$ cat src/rtl/tcw_pkg.sv
// shared types and constants for the text console cell writer
package tcw_pkg;

    // port field widths
    localparam int KIND_W  = 3;
    localparam int CHAR_W  = 8;
    localparam int PROW_W  = 5;
    localparam int PCOL_W  = 7;
    localparam int ATTR_W  = 8;
    localparam int LINES_W = 5;
    localparam int CELL_W  = 16;

    typedef logic [CELL_W-1:0] cell_t;

    // command kinds
    localparam logic [KIND_W-1:0] KIND_PUT    = 3'd0;
    localparam logic [KIND_W-1:0] KIND_SETCUR = 3'd1;
    localparam logic [KIND_W-1:0] KIND_CLEAR  = 3'd2;
    localparam logic [KIND_W-1:0] KIND_WRITE  = 3'd3;
    localparam logic [KIND_W-1:0] KIND_SCRUP  = 3'd4;
    localparam logic [KIND_W-1:0] KIND_SCRDN  = 3'd5;
    localparam logic [KIND_W-1:0] KIND_READ   = 3'd6;

    // character codes
    localparam logic [CHAR_W-1:0] CH_SPACE     = 8'h20;
    localparam logic [CHAR_W-1:0] CH_NEWLINE   = 8'h0A;
    localparam logic [CHAR_W-1:0] CH_RETURN    = 8'h0D;
    localparam logic [CHAR_W-1:0] CH_BACKSPACE = 8'h08;

    // cell values and attributes
    localparam cell_t             CLEAR_CELL = 16'h0720;
    localparam logic [ATTR_W-1:0] ATTR_RESET = 8'h0F;

    // sweep modes
    localparam logic [1:0] SWP_FILL = 2'd0;
    localparam logic [1:0] SWP_UP   = 2'd1;
    localparam logic [1:0] SWP_DOWN = 2'd2;

    // sweep request from the command control to the sweep engine
    typedef struct packed {
        logic               start;
        logic [1:0]         mode;
        logic [LINES_W-1:0] lines;
    } swp_cmd_t;

endpackage

$ cat src/rtl/tcw_sweep.sv
// sweep engine: fill, scroll up and scroll down over the whole cell store
module tcw_sweep import tcw_pkg::*; #(
    parameter int ROWS    = 25,
    parameter int COLUMNS = 80,
    localparam int ROW_W  = $clog2(ROWS),
    localparam int COL_W  = $clog2(COLUMNS),
    localparam int ADDR_W = $clog2(ROWS * COLUMNS)
) (
    input  logic              clk,
    input  logic              rst_n,
    input  swp_cmd_t          cmd,
    input  cell_t             blank,
    input  cell_t             rd_data,
    output logic              rd_en,
    output logic [ADDR_W-1:0] rd_addr,
    output logic              wr_en,
    output logic [ADDR_W-1:0] wr_addr,
    output cell_t             wr_data,
    output logic              done
);

    function automatic logic [ADDR_W-1:0] addr_of(input logic [ROW_W-1:0] r,
                                                  input logic [COL_W-1:0] c);
        return ADDR_W'(ADDR_W'(r) * ADDR_W'(COLUMNS) + ADDR_W'(c));
    endfunction

    logic               active_reg;
    logic [1:0]         mode_reg;
    logic [LINES_W-1:0] lines_reg;
    logic [ROW_W-1:0]   row_reg;
    logic [COL_W-1:0]   col_reg;
    logic               b_valid_reg;
    logic               b_last_reg;
    logic [ADDR_W-1:0]  b_addr_reg;
    logic               b_ok_reg;
    logic               b_fill_reg;

    logic [LINES_W:0]   src_sum;
    logic [LINES_W-1:0] src_dn;
    logic               src_ok;
    logic [ROW_W-1:0]   src_row;
    logic               last_col;
    logic               last_row;

    // source row for the current destination row
    always_comb
    begin
        src_sum = (LINES_W+1)'(row_reg) + (LINES_W+1)'(lines_reg);
        src_dn  = LINES_W'(row_reg) - lines_reg;
        src_ok  = 1'b0;
        src_row = src_sum[ROW_W-1:0];
        unique case (mode_reg)
            SWP_UP:
            begin
                src_ok  = 32'(src_sum) < ROWS;
                src_row = src_sum[ROW_W-1:0];
            end
            SWP_DOWN:
            begin
                src_ok  = LINES_W'(row_reg) >= lines_reg;
                src_row = src_dn[ROW_W-1:0];
            end
            default:
            begin
                src_ok = 1'b0;
            end
        endcase
    end

    assign last_col = col_reg == COL_W'(COLUMNS - 1);
    assign last_row = (mode_reg == SWP_DOWN) ? (row_reg == '0) : (row_reg == ROW_W'(ROWS - 1));

    // destination walk: rows ascending for fill and up, descending for down
    always_ff @(posedge clk or negedge rst_n)
    begin
        if (!rst_n)
        begin
            active_reg <= 1'b0;
        end
        else if (cmd.start)
        begin
            active_reg <= 1'b1;
        end
        else if (active_reg && last_col && last_row)
        begin
            active_reg <= 1'b0;
        end
    end

    always_ff @(posedge clk)
    begin
        if (cmd.start)
        begin
            mode_reg  <= cmd.mode;
            lines_reg <= (cmd.lines == '0) ? LINES_W'(1) : cmd.lines;
            row_reg   <= (cmd.mode == SWP_DOWN) ? ROW_W'(ROWS - 1) : '0;
            col_reg   <= '0;
        end
        else if (active_reg)
        begin
            if (last_col)
            begin
                col_reg <= '0;
                if (!last_row)
                begin
                    row_reg <= (mode_reg == SWP_DOWN) ? row_reg - 1'b1 : row_reg + 1'b1;
                end
            end
            else
            begin
                col_reg <= col_reg + 1'b1;
            end
        end
    end

    // write stage, in the cycle after the read
    always_ff @(posedge clk or negedge rst_n)
    begin
        if (!rst_n)
        begin
            b_valid_reg <= 1'b0;
            b_last_reg  <= 1'b0;
        end
        else
        begin
            b_valid_reg <= active_reg;
            b_last_reg  <= active_reg && last_col && last_row;
        end
    end

    always_ff @(posedge clk)
    begin
        b_addr_reg <= addr_of(row_reg, col_reg);
        b_ok_reg   <= src_ok;
        b_fill_reg <= mode_reg == SWP_FILL;
    end

    assign rd_en   = active_reg && src_ok;
    assign rd_addr = addr_of(src_row, col_reg);
    assign wr_en   = b_valid_reg;
    assign wr_addr = b_addr_reg;
    assign wr_data = b_fill_reg ? CLEAR_CELL : (b_ok_reg ? rd_data : blank);
    assign done    = b_valid_reg && b_last_reg;

endmodule

$ cat config.mk
export PLATFORM = sky130hd
export DESIGN_NAME = tcw_sweep
export DESIGN_NICKNAME = d
export VERILOG_FILES = /design/src/rtl/tcw_pkg.sv /design/src/rtl/tcw_sweep.sv
export SDC_FILE = /design/constraint.sdc
export NUM_CORES = 1
export LEC_CHECK = 0
export BUFFER_PORTS_ARGS = -buffer_cell sky130_fd_sc_hd__buf_2
export CAP_MARGIN = 15
export CORE_ASPECT_RATIO = 0.75
export CORE_MARGIN = 2
export CORE_UTILIZATION = 52
export CTS_CLUSTER_SIZE = 8
export DETAILED_ROUTE_END_ITERATION = 16
export PLACE_DENSITY = 0.81
export SYNTH_ARGS = -nofsm -noshare
export SYNTH_HDL_FRONTEND = slang
export SYNTH_SLANG_ARGS = --single-unit
$ cat constraint.sdc
create_clock -name clk -period 5.1 [get_ports clk]
set_clock_uncertainty 0.2 [all_clocks]
set_input_delay 1.275 -clock clk [delete_from_list [all_inputs] [get_ports clk]]
set_output_delay 1.275 -clock clk [all_outputs]
set_load 0.01 [all_outputs]
==> results of run 1 <==
## placed cells by master, fill, tap and decap left out, drive strengths merged, types with 7 or more instances in the layout
cell type,instances
a21o,9
a21oi,11
buf,92
dfxtp,20
edfxtp,12
fa,7
ha,35
inv,22
mux2i,15
nand2,7
nor2,27
nor2b,8
o21ai,8
xnor2,15
xor2,13
## what timing repair did
item                                   CTS  global route
hold buffers                             0             0
gates cloned                             0             0
setup buffers                            2             6
endpoints found under the hold margin    0             0
pin swaps                                2             8
setup endpoints to repair                1             2
resized for setup                        3             9
## power by group
part | internal, W | total, W | leakage (nW) | switching [W]
Combinational | 0.000311 | 0.000634 | 1.24 | 0.000323
Clock | 0.0000980 | 0.000208 | 0.0451 | 0.000110
Sequential | 0.000324 | 0.000356 | 0.316 | 0.0000313
Total | 0.000734 | 0.00120 | 1.60 | 0.000464
## cells by family after synthesis
kind of cell,after synthesis
flip-flops,35
AO/OA/AOI/OAI,43
multiplexers,16
AND/OR/NAND/NOR,64
buffers and inverters,36
adder cells (fa/ha/maj),42
XOR/XNOR,28
## per-stage QoR
stage | TNS, ps | total power, W | setup WS [ps] | cells | util (%)
after floorplan | 0 | 0.0007505 | 406.3 | 264 | -
after global placement | 0 | 0.0008925 | 395.4 | 392 | 62.17
after detailed placement | 0 | 0.0009112 | 250.3 | 392 | 62.17
after CTS | 0 | 0.001147 | 33.06 | 402 | 64.82
after global routing | -144.1 | 0.001283 | -144.1 | 408 | 66.26
final | -3.083 | 0.001198 | -3.083 | 408 | 66.26
## metal layers
layer / track usage, % / up-vias / wire length (microns) / part of all wire, %
met1: 25.63 / 1015 / 2530 / 43
li1: - / 1061 / - / -
met3: 4.523 / 21 / 449 / 7.6
met4: 6.944 / 0 / 133 / 2.2
met2: 35.85 / 91 / 2812 / 47
met5: 0 / - / 0 / 0
## area by class of cell
cell class                 count  area, sq um  share of cell area [%]
tap                           60        75.07                   2.326
clock inverter                 3        22.52                  0.6977
inverter                      20        75.07                   2.326
timing repair buffer          92        485.5                   15.04
multi-input combinational    193         1665                   51.59
clock buffer                   5        68.82                   2.132
sequential                    35        835.8                   25.89
## Yosys cell counts (5+ instances only)
library cell and number:
a211o_1 5, a21o_1 9, a21oi_1 9, buf_4 5, clkbuf_1 7, dfxtp_1 20, edfxtp_1 12, fa_1 7
ha_1 35, inv_1 19, mux2i_1 15, nand2_1 7, nand2b_1 5, nor2_1 27, nor2b_1 8, o21ai_0 6
xnor2_1 15, xor2_1 12
## worst reg2reg max path, delay by kind of cell, from the launching register on
kind | cells | cell delay, ps
xor gates and xnor gates | 2 | 320
adders and majority gates | 3 | 970
buffers and inverters | 2 | 260
DFF | 1 | 450
and+or+nand+nor | 1 | 280
## path summary, 6_finish.rpt
| check | from | end | slack, ps | cells after the start |
|---|---|---|---|---|
| worst max-delay path | lines_reg[1]$_SDFFCE_PN0P_ | rd_addr[10] | -3 | 14 |
| worst min-delay path | col_reg[1]$_SDFFE_PP0P_ | wr_addr[1]$_DFF_P_ | 200 | 0 |
| worst max register to register | row_reg[1]$_SDFFCE_PP0P_ | wr_addr[10]$_DFF_P_ | 2550 | 8 |
| worst min register to register | col_reg[1]$_SDFFE_PP0P_ | wr_addr[1]$_DFF_P_ | 200 | 0 |
| max in group asynchronous | rst_n | wr_en$_DFF_PN0_ | 4030 | 1 |
| min in group asynchronous | rst_n | active_reg$_DFFE_PN0P_ | 570 | 1 |
==> impl.org, run 1 <==
** Logic synthesis
- After Yosys synthesis, full adders, half adders and majority gates account for ~22% of the synthesized area.
- The number of nets in the synthesized netlist is approximately 350.
- Compound-Gate Fraction of Synth Area :: 11.53%
- After synthesis, the share of flip-flops with an asynchronous set or reset is under 10%.
- Summing the areas of all and, or, nand and nor instances in the mapped netlist gives 12.30% of the synthesized area.
- By area the synthesized netlist is led by ha_1 (17%), dfxtp_1 (15%), edfxtp_1 (14%).
- XOR/XNOR Fraction of Synth Area :: under 10%
- Gate count of the mapped netlist :: about 260
- Ys flop type :: dfxtp_1
- Netlist area before placement :: approximately 2600 sq um
- Fraction of post-synthesis cell area in the top cell type by area :: 16.68%
- Averaged over all synthesized cells, the footprint is roughly 9.9 sq um.
- Measured against the total synthesized area, the mux share comes to about 6%.
- Yosys synthesis warning count :: 0
- Dominant combinational cell family by area after synthesis :: adder cells
- Post-synthesis register bit count :: 35
- The number of different library cells used by synthesis comes to 45.
- The largest total area in the synthesized netlist belongs to ha_1.
- Counting flops with a built-in enable in the synthesized netlist gives 12.
- The share of the Yosys chip area taken by registers is a little under a third.

** Setup path
- Traced cell by cell, the critical path runs through inv_2 > ha_1 > a21o_1 > a21oi_1 > a2bb2oi_1 > xnor2_1 > ha_1 > ha_2 > fa_2 > xor2_2 > nand4_1 > xnor2_2 > xnor2_1 > buf_2.
- Sum of buffers and inverters on the critical path :: 2
- At the worst endpoint, the arrival time is about 3600 ps.
- On the worst path, the slowest cell contributes a delay of ~430 ps.
- Critical path peak fanout :: 3
- At the worst endpoint, the required time is between 3000 and 4000 ps.
- STA classifies the critical path startpoint as a flop.
- Worst setup EP type :: output pin
- Cell class contributing the biggest share of worst-path delay :: adder cells
- Worst setup path category :: flop to output pin
- Worst-path cell with the longest stage delay :: edfxtp_1

** Routing
- Before antenna repair, the detailed router went through 4 iterations.
- Once detail routing completed, the nets flagged for antenna violations numbered 0.
- After detailed routing, the average wire length per cell comes to between 10 and 15 microns.
- The first routing iteration left roughly 130 violations.
- Via count :: approximately 2200
- DRT Wirelength :: around 6000 microns
- Via count normalized by instance count :: 5.363
- After detailed routing, the number of remaining DRC violations is 0.

** Clock tree
- The tree is rooted in a clkbuf_8.
- After clock tree synthesis, the clock-pin slew on the worst setup and hold paths is around 70 ps.
- H-tree Lvls :: 2
- Counting along the longest clock path gives a buffer depth of 2.
- At the later pin of the worst-skew pair, clock insertion delay measures slightly below 300 ps.
- In this run, CTS created clock tree buffers numbering 5.
- CTS tree :: built
- Clock sink count :: 35

** Pwr
- PwrDens :: 371.0 nW/um^2
- Maximum vdd drop :: 0.0002091 V
- Summed over all cells, the static leakage comes to between 1.5 and 2 nW.

** Cells and area
- Layout Area Growth over Synthesis :: 22.97%
- In the final design database the tool counted ~430 nets.
- Flip-flop count of the largest register after layout :: 11
- Finished layout cell area :: around 3200 sq um
- Fraction of layout instances using a drive strength above 1 :: 34.77%
- The repair_antennas step left the layout with diodes totalling 0.
- Fill cells in the final layout number between 300 and 400.

** Global routing
- The number of antenna violations at the first check in global routing was 0.
- Congestion Overflow GR :: 0
- Pin count of the biggest net entering global routing :: 21
- For this run, the total global-route usage over all layers was measured as 20.70%.
- The via count of the first global-routing pass came to roughly 2000.
- The first global-routing pass estimated a little over 9000 microns of wire.

** Timing
- Min cycle time layout :: about 5000 ps
- Slew margin rel. :: just over 40%
- The hold violation total from the final report came to 0.
- Timing would allow up to 0.1960 GHz.
- Final worst path period share :: 100.1%
- Transition at the pin with the smallest max-transition slack :: 886.0 ps
- After layout, the worst setup slack is -3.083 ps.
- Final-report setup violation count :: 1
- Worst slack on hold paths :: between 200 and 250 ps
- Final Max Slew Viols :: 0

** Floorplan
- After floorplanning, the core was divided into 22 placement rows.
- Core area :: slightly below 5000 sq um
- Once the floorplan was initialized, standard cells occupied 53.88% of the core.
- During I/O placement, the number of pins put on the boundary was 83.
- The floorplan step set the die width to 86.04 microns.
- The floorplan step defined a die boundary enclosing about 5600 sq um.
- Die height :: 65.53 microns

** Placed design
- Summing all placed instances gives a cell area of about 3000 sq um.
- After legalization and detailed placement, the total HPWL measured between 4000 and 5000 microns.
- Weighted congestion at the end of routability-driven global placement :: about 0.93
- Port-buffer cells :: just over 80

** Job
- Max-cap violations in this run came to 0.

** Hold path
- The min-delay analysis places its worst path in the category flop to flop.

** Status
- The final reports fail on negative setup slack.
- Status :: finished with violations
No activity file was read; power rests on OpenSTA's default activity.
==> run 2, diff against run 1 <==
--- a/config.mk
+++ b/config.mk
@@ -10,8 +10,10 @@
 export CORE_ASPECT_RATIO = 0.75
 export CORE_MARGIN = 2
 export CORE_UTILIZATION = 52
+export CTS_CLUSTER_DIAMETER = 60
 export CTS_CLUSTER_SIZE = 8
 export DETAILED_ROUTE_END_ITERATION = 16
+export MAX_ROUTING_LAYER = met4
 export PLACE_DENSITY = 0.81
 export SYNTH_ARGS = -nofsm -noshare
 export SYNTH_HDL_FRONTEND = slang
==> run 2 against run 1 <==
  * The flow still finishes with violations (negative setup slack)
  * Die area is the same
  * Sequential share of layout area is the same
  * Maximum frequency shrank 0.21%
  * Utilization is the same
  * Cell count is the same
  * Total power shrank 0.22%
  * Via count shrank 0.23%
  * Cell area is the same
  * Clock power is essentially flat
  * Count of clock-buffer cells in the layout is the same
  * Highest routed layer unchanged
  * Sequential power is essentially flat
  * Largest cell class unchanged
  * Critical path depth is the same
==> impl.org, run 2 (synthesis gave the netlist of run 1 again) <==
** Timing
- Final Max Slew Viols :: 0
- Min cycle time layout :: between 5000 and 6000 ps
- Hold timing on the final database bottoms out at a slack of approximately 200 ps.
- Setup violations remaining at the end of the flow were counted as 1.
- For the pin with the worst max-slew slack, the measured transition is between 800 and 900 ps.
- Static timing analysis puts the maximum clock frequency at 0.1956 GHz.
- Final worst path period share :: 100.3%
- Final Hold Vio Count :: 0
- Slew margin rel. :: about two fifths
- Summed over all failing endpoints, the final setup total negative slack is -13.56 ps.
- Once routing completed, OpenROAD measured the worst setup slack at -13.56 ps.

** Setup path
- The worst setup path is launched from a flop.
- For this run, the slowest stage of the critical path takes between 400 and 500 ps.
- Worst setup EP type :: output pin
- On the critical path, the stage with the largest delay is an instance of edfxtp_1.
- The critical path goes through inv_2 > ha_1 > a21o_1 > a21oi_1 > a2bb2oi_1 > xnor2_1 > ha_1 > ha_2 > fa_2 > xor2_2 > nand4_1 > xnor2_2 > xnor2_1 > buf_2.
- Cell class contributing the biggest share of worst-path delay :: adder cells
- For the worst setup path, the data arrival time is approximately 3600 ps.
- Of all nets on the critical path, the largest fanout is 3.
- Worst setup path category :: flop to output pin
- Counting both buffers and inverters, the worst setup path holds a total of 2.
- Required time of the worst setup path :: 3620 ps

** Routing
- The detailed router finished its first iteration with 120 violations.
- First-pass detailed-route iteration total :: 4
- DRT Wirelength :: between 5000 and 6000 microns
- After detailed routing, the number of remaining DRC violations is 0.
- After detailed routing, the average wire length per cell comes to approximately 15 microns.
- Via count :: approximately 2200
- Dividing the detail-routed via count by the number of cells gives approximately 5.4.
- The count of nets left with antenna violations once routing finished came out at 0.

** Placed design
- Worst slack, placed :: approximately 250 ps
- Placed Area :: 3029 sq um
- HPWL after detailed placement :: approximately 4400 microns
- Weighted congestion at the end of routability-driven global placement :: between 0.9 and 1
- Buffers placed on the I/O ports in this run total 82.

** Floorplan
- The total area inside the core boundary comes to ~4900 sq um.
- The floorplan has 22 rows.
- Die Area :: 5638 sq um
- The die is 86.04 microns wide.
- Initial Utilization :: around 54%
- Number of primary I/O pins :: 83
- The die is about 66 microns tall.

** Clock tree
- H-tree Lvls :: 2
- Clock latency on the worst-skew pair :: roughly 290 ps
- Total CTS buffers :: 5
- Clk Tree Root Cell :: clkbuf_8
- TritonCTS built the clock tree.
- The number of hold buffers added after CTS was 0.
- Clock sink count :: 35
- In this run the deepest clock path goes through 2 buffers.
- After clock tree synthesis, the clock-pin slew on the worst setup and hold paths is around 70 ps.

** Global routing
- The number of antenna violations at the first check in global routing is 0.
- Entering global routing, the biggest net connects 21 pins.
- For this run, the total global-route usage over all layers was measured as 21.27%.
- The via count of the first global-routing pass was between 2000 and 2500.
- Global-route wire length before repair :: ~9100 microns
- Congestion Overflow GR :: 0

** Cells and area
- The register with the most flip-flops in the layout has 11 of them.
- Leaving out fill and tap cells, the most frequent cells in the layout are buf_2 (82), ha_1 (32), nor2_1 (27), dfxtp_1 (20), inv_1 (17).
- Antenna cells :: 0
- Net count reported at finish :: 431
- For this run, the share of the core covered by cells in the final layout is approximately 66%.
- Cells with a size suffix above 1 make up 34.77% of the layout.
- Layout Area Growth over Synthesis :: 22.97%
- The finished cells cover about 3200 sq um.
- Leaving out fill and tap cells, the most frequent cell in the layout is buf_2.

** Hold path
- HP Class :: flop to flop

** Pwr
- Internal power of the cells :: between 0.0007 and 0.0008 W
- Cell leakage power :: 1.600 nW
- Per report_power, the combinational group accounts for 52.9% of the total.
- Clock share of power :: between 10% and 20%
- Power spread over the standard cell area amounts to approximately 370 nW/um^2.
- Summed over all nets, the switching power comes to around 0.00046 W.
- Switch share :: between 30% and 40%
- IR analysis of the VDD net gives a maximum drop of ~0.00021 V.
- Seq pwr share :: between 20 and 30%

** Job
- Maxcap violations :: 0

** Status
- Status :: finished with violations
- The final reports fail on negative setup slack.
## run 2: cell counts in the layout (fill, tap and decap cells not counted)
No cell type changed its count.
## run 2: layout make-up
class | instances | area (sq um)
multi-input cells | 193 | 1665
fillers | 382 | 1644
flip-flops and latches | 35 | 835.8
repair buffers | 92 | 485.5
inverters | 20 | 75.07
well taps | 60 | 75.07
clock buffers | 5 | 68.82
clock inverters | 3 | 22.52
## run 2: worst register-to-register path, cell delays in order (launching register included)
cell and delay (ps):
edfxtp_1 450, buf_4 190, ha_1 290, ha_1 220, inv_1 70, fa_1 460, nor3_1 280, xor2_1 190
xnor2_1 130
## run 2: worst paths after layout
| path | start | end | slack (ps) | cells after the start |
|---|---|---|---|---|
| max | lines_reg[1]$_SDFFCE_PN0P_ | rd_addr[10] | -10 | 14 |
| min in group asynchronous | rst_n | active_reg$_DFFE_PN0P_ | 570 | 1 |
| max reg2reg | row_reg[1]$_SDFFCE_PP0P_ | wr_addr[10]$_DFF_P_ | 2540 | 8 |
| max in group asynchronous | rst_n | wr_en$_DFF_PN0_ | 4030 | 1 |
| min | col_reg[1]$_SDFFE_PP0P_ | wr_addr[1]$_DFF_P_ | 200 | 0 |
| min reg2reg | col_reg[1]$_SDFFE_PP0P_ | wr_addr[1]$_DFF_P_ | 200 | 0 |
## run 2: layer usage
layer | share of wire, % | routed length [microns] | track usage [%]
met1 | 43 | 2565 | 25.55
met2 | 48 | 2873 | 35.95
met3 | 6.9 | 415 | 4.523
met4 | 2.1 | 127 | 6.944
met5 | 0 | 0 | -
## run 2: metrics by stage
| stage | total power [W] | std cells |
|---|---|---|
| 2_1_floorplan | 0.0007505 | 264 |
| 3_3_place_gp | 0.0008925 | 392 |
| 3_5_place_dp | 0.0009112 | 392 |
| 4_1_cts | 0.001147 | 402 |
| 5_1_grt | 0.001284 | 408 |
| 6_report | 0.001195 | 408 |
## run 2: what timing repair did
item | CTS | global route
gates resized for setup | 3 | 9
setup buffers | 2 | 6
endpoints found under the setup margin | 1 | 2
pin swaps | 2 | 8
## run 2: power by group through the flow
stage / combinational (W) / sequential, W / clock (W)
floorplan: 0.000391 / 0.000359 / 0
global placement: 0.000530 / 0.000363 / 0
detailed placement: 0.000547 / 0.000364 / 0
CTS: 0.000579 / 0.000356 / 0.000212
global route: 0.000697 / 0.000361 / 0.000226
finish: 0.000632 / 0.000355 / 0.000208
